## src/sstf_pkg.sv

```systemverilog
// Package for the shortest-seek-time-first disk scheduler.
// Holds field widths, the parameter default and the request, result, config and scan types.
// No dependencies; sstf_nearest and sstf_disk_scheduler import it.
`default_nettype none

package sstf_pkg;

  localparam int TRACK_W         = 16;
  localparam int SLOT_W          = 6;
  localparam int TOTAL_W         = 22;
  localparam int MAX_PENDING_DEF = 64;

  typedef struct packed {
    logic [TRACK_W-1:0] request_track;
    logic               batch_last;
  } in_req_t;

  typedef struct packed {
    logic [TRACK_W-1:0] served_track;
    logic [SLOT_W-1:0]  served_slot;
    logic [TRACK_W-1:0] seek_distance;
    logic [TOTAL_W-1:0] total_movement;
    logic               last_of_run;
    logic               overflowed;
  } out_res_t;

  typedef struct packed {
    logic [TRACK_W-1:0] start_track;
  } cfg_wr_t;

  // Best candidate found so far in one scan over the stored requests.
  typedef struct packed {
    logic [SLOT_W-1:0]  slot;
    logic [TRACK_W-1:0] seek;
    logic [TRACK_W-1:0] track;
  } best_t;

endpackage

`default_nettype wire

```

## src/sstf_nearest.sv

```systemverilog
// Shared distance and compare unit: takes one stored request per cycle and keeps
// the nearest unserved one to the head. Depends on sstf_pkg.
`default_nettype none

module sstf_nearest (
  input  wire logic                    clk,
  input  wire logic                    rst_n,
  input  wire logic                    clr,
  input  wire logic                    smp,
  input  wire logic [sstf_pkg::TRACK_W-1:0] smp_track,
  input  wire logic [sstf_pkg::SLOT_W-1:0]  smp_slot,
  input  wire logic                    smp_served,
  input  wire logic [sstf_pkg::TRACK_W-1:0] head,
  output sstf_pkg::best_t              best
);

  import sstf_pkg::*;

  logic               found_r;
  logic               found_nxt;
  best_t              best_r;
  best_t              best_nxt;
  logic [TRACK_W-1:0] seek;
  logic               take;

  always_comb begin
    seek      = (smp_track > head) ? (smp_track - head) : (head - smp_track);
    take      = smp && !smp_served && (!found_r || (seek < best_r.seek));
    found_nxt = found_r;
    best_nxt  = best_r;
    if (clr) begin
      found_nxt = 1'b0;
    end else if (take) begin
      found_nxt      = 1'b1;
      best_nxt.slot  = smp_slot;
      best_nxt.seek  = seek;
      best_nxt.track = smp_track;
    end
  end

  always_ff @(posedge clk) begin
    if (!rst_n) begin
      found_r <= 1'b0;
    end else begin
      found_r <= found_nxt;
    end
    best_r <= best_nxt;
  end

  assign best = best_r;

endmodule

`default_nettype wire

```

## config.mk

```make
export PLATFORM = sky130hd
export DESIGN_NAME = sstf_nearest
export DESIGN_NICKNAME = d
export VERILOG_FILES = /design/src/sstf_pkg.sv /design/src/sstf_nearest.sv
export SDC_FILE = /design/constraint.sdc
export NUM_CORES = 1
export LEC_CHECK = 0
export ABC_CLOCK_PERIOD_IN_PS = 11400
export BUFFER_PORTS_ARGS = -buffer_cell sky130_fd_sc_hd__buf_2
export CAP_MARGIN = 20
export CELL_PAD_IN_SITES_DETAIL_PLACEMENT = 1
export CELL_PAD_IN_SITES_GLOBAL_PLACEMENT = 1
export CORE_ASPECT_RATIO = 0.9
export CORE_MARGIN = 2
export CORE_UTILIZATION = 44
export DETAILED_ROUTE_END_ITERATION = 10
export PLACE_DENSITY = 0.9
export REMOVE_ABC_BUFFERS = 1
export SETUP_SLACK_MARGIN = 0.02
export SLEW_MARGIN = 40
export SYNTH_ARGS = -nofsm -noshare
export SYNTH_HDL_FRONTEND = slang
export SYNTH_SLANG_ARGS = --single-unit
```

## constraint.sdc

```tcl
create_clock -name clk -period 11.4 [get_ports clk]
set_input_delay 1.14 -clock clk [delete_from_list [all_inputs] [get_ports clk]]
set_output_delay 1.14 -clock clk [all_outputs]
set_load 0.02 [all_outputs]
```

==> flow_summary.yaml <==
synthesis:
  synth_area_leader_cell: "edfxtp_1"
  ys.flop_type: "edfxtp_1"
  yosys-top-cells-area: "edfxtp_1, ha_1, inv_1"
  synth_warnings: 0
  synthCells: 315
  synth_top_area_share: 0.3703
  seq_area_frac_synth: 0.3768
  synthMostInstantiatedCell: "inv_1"
  ys_async_sr_fraction: 0
  synth_edf_count: 38
  ys_ff_latch: 39
  synth.distinct_cells: 41
  syn_area_sq_um: 3082
  ys_top_cells_by_count: "inv_1, ha_1, edfxtp_1, a21oi_1, o21ai_0"
  syn_avg_cell_area_sq_um: 9.783
detailed_routing:
  ant_nets: 0
  wl_per_cell_um: 16.83
  drc: 0
  viasPerCell: 5.476
  drtIter0Drc: 156
  drt_wl_total_mm: 8.131
  num_vias: 2645
  drt_first_pass_iters: 4
hold_path:
  worstHoldPathType: "flop to flop"
  holdPathStages: 2
  holdPathEnd: "found_r"
  hp-start: "found_r"
grt:
  grt_max_degree: 23
  grt_pass1_vias: 2762
  antenna_found_initial: 0
  grt_pass1_wl_mm: 13.50
  grt_usage: 0.2193
  overflow: 0
worst_setup_path:
  r2r_cells: 9
  crit_chain: "buf_2 > inv_1 > ha_1 > inv_1 > fa_1 > a21o_2 > a221oi_1 > o221ai_1 > a311oi_1 > mux2i_1 > xor2_1 > ha_1 > a21o_1 > a21o_1 > a2111oi_0 > nand2_1 > o21ai_4 > buf_4"
  r2r_setup_slack_ns: 8.09
  crit_type: "primary input to flop"
  timing.rr.start: "best[29]"
  cp_slowest_cell: "a2111oi_0"
  worst_r2r_endpoint: "best[33]"
  critPathArrivalTime_ns: 6.00
  worstSetupEndpointType: "flop"
  cp-start-kind: "primary input"
  required_ns: 11.38
  cp_slowest_stage_delay_ns: 0.59
  crit_fanout: 22
clock_network:
  post-cts-setup-buffer-count: 0
  cts_resized: 0
  clock-sinks: 39
  cts_made_buffers: 5
  clock_path_buffers: 2
  clock_latency_ns: 0.30
  htreeDepth: 2
  cts.clk_slew.worst_paths_ns: 0.08
  ctsHoldBuffers: 0
  clockRootBuffer: "clkbuf_8"
  cts_tree: "built"
floorplanning:
  initial_core_util: 0.4605
  dieArea_sq_um: 7690
  rows: 28
  core_sq_um: 6691
  die_w_um: 92.22
  die_h_um: 83.40
  ios: 81
pwr:
  p_per_area_nw_per_um2: 132.2
  leakage_nw: 1.792
  ir_drop_mv: 0.05402
  totalPowerFinal_w: 0.0004833
timing:
  layout_min_cycle_time_ns: 6.020
  tightestPinTransition_ns: 0.6411
  fmax_mhz: 166.1
  setup_tns_ns: 0
  slew_viol_final: 0
  rsz0062_at_grt: "no"
  relSlewSlack: 0.5717
  setup_viol: 0
  hold_viol_final: 0
  holdWs_ns: 0.5496
  period_share: 0.5281
  fin_skew_ns: 0.004601
layout:
  area_delta_synth_final_pct: 18.64
  diodes: 0
  fillers: 800
  fin_nets: 483
  drive_above_1_share: 0.2417
placed_design:
  dp_hpwl_mm: 6.262
  port_buffers: 80
  gp_congestion: 0.9144
outcome:
  status: "completed"
flow_run:
  cap_violations: 0
## where the power goes
| part | switching (W) | internal (W) | total, W |
|---|---|---|---|
| logic | 0.000113 | 0.0000701 | 0.000183 |
| registers | 0.00000450 | 0.000177 | 0.000181 |
| clock network | 0.0000542 | 0.0000652 | 0.000119 |
## stage by stage
stage          cell area, sq um  std cells  setup WS, ns    util
2_1_floorplan              3012        304         4.019       -
3_3_place_gp               3543        475         5.537  0.5295
3_5_place_dp               3543        475         5.171  0.5295
4_1_cts                    3656        483         5.383  0.5464
5_1_grt                    3656        483         5.030  0.5464
6_report                   3656        483         5.380  0.5464
## critical path: cells and delay by family
kind | cells | cell delay (ns)
AO/OA/AOI/OAI | 8 | 2.74
XOR/XNOR | 1 | 0.25
buffers and inverters | 4 | 0.63
adder cells (fa/ha/maj) | 3 | 0.86
multiplexers | 1 | 0.14
AND/OR/NAND/NOR | 1 | 0.22
## placed cells by master, fill, tap and decap left out, drive strengths merged, types with 2 or more instances in the layout
cell    count
buf        81
inv        54
ha         46
edfxtp     38
a21oi      35
o21ai      23
nand2      18
mux2i      14
a21o       11
nor2        9
xnor2       9
xor2        5
nand3       5
clkbuf      5
nand4       4
o21bai      3
nor3        3
and3        2
a221oi      2
o221ai      2
a211o       2
or3         2
a211oi      2
o21a        2
fa          2
clkinv      2
## worst max-delay path by stage
stage | from | end | slack [ns] | cells past startpoint
finish | head[0] | best[33] | 5.38 | 18
global route | head[0] | best[27] | 5.03 | 18
CTS | head[0] | best[35] | 5.38 | 18
detailed placement | head[0] | best[4] | 5.17 | 18
global placement | smp_track[0] | best[4] | 5.54 | 19
floorplan | smp_track[0] | best[0] | 4.02 | 17
## final cells by class
| cell class | count | area (sq um) | area share |
|---|---|---|---|
| inverter | 54 | 202.7 | 0.05544 |
| clock inverter | 3 | 43.79 | 0.01198 |
| clock buffer | 5 | 68.82 | 0.01882 |
| tap | 90 | 112.6 | 0.03080 |
| timing repair buffer | 81 | 407.9 | 0.1116 |
| multi-input combinational | 211 | 1659 | 0.4538 |
| sequential | 39 | 1161 | 0.3176 |
## routing by layer
metal	routed length (um)	global-route usage	vias to the layer above
met4	85	0.05020	0
met5	0	0	-
met1	3682	0.2827	1292
met3	358	0.03358	8
li1	-	-	1261
met2	4005	0.3864	84
## kinds of logic (layout without fill, tap and decap cells)
logic type | count (synthesis) | after routing | synth area share
compound gates | 88 | 88 | 0.1758
buf+inv | 65 | 143 | 0.08851
fa+ha+maj | 48 | 48 | 0.1998
simple gates | 46 | 46 | 0.07024
flops | 39 | 39 | 0.3768
mux | 15 | 15 | 0.04913
xor+xnor | 14 | 14 | 0.03979
## state kept, by name, indices dropped and copies added, names as in the netlist
signal,flops
found_r,1
best,38
(Power assumes the default switching activity.)
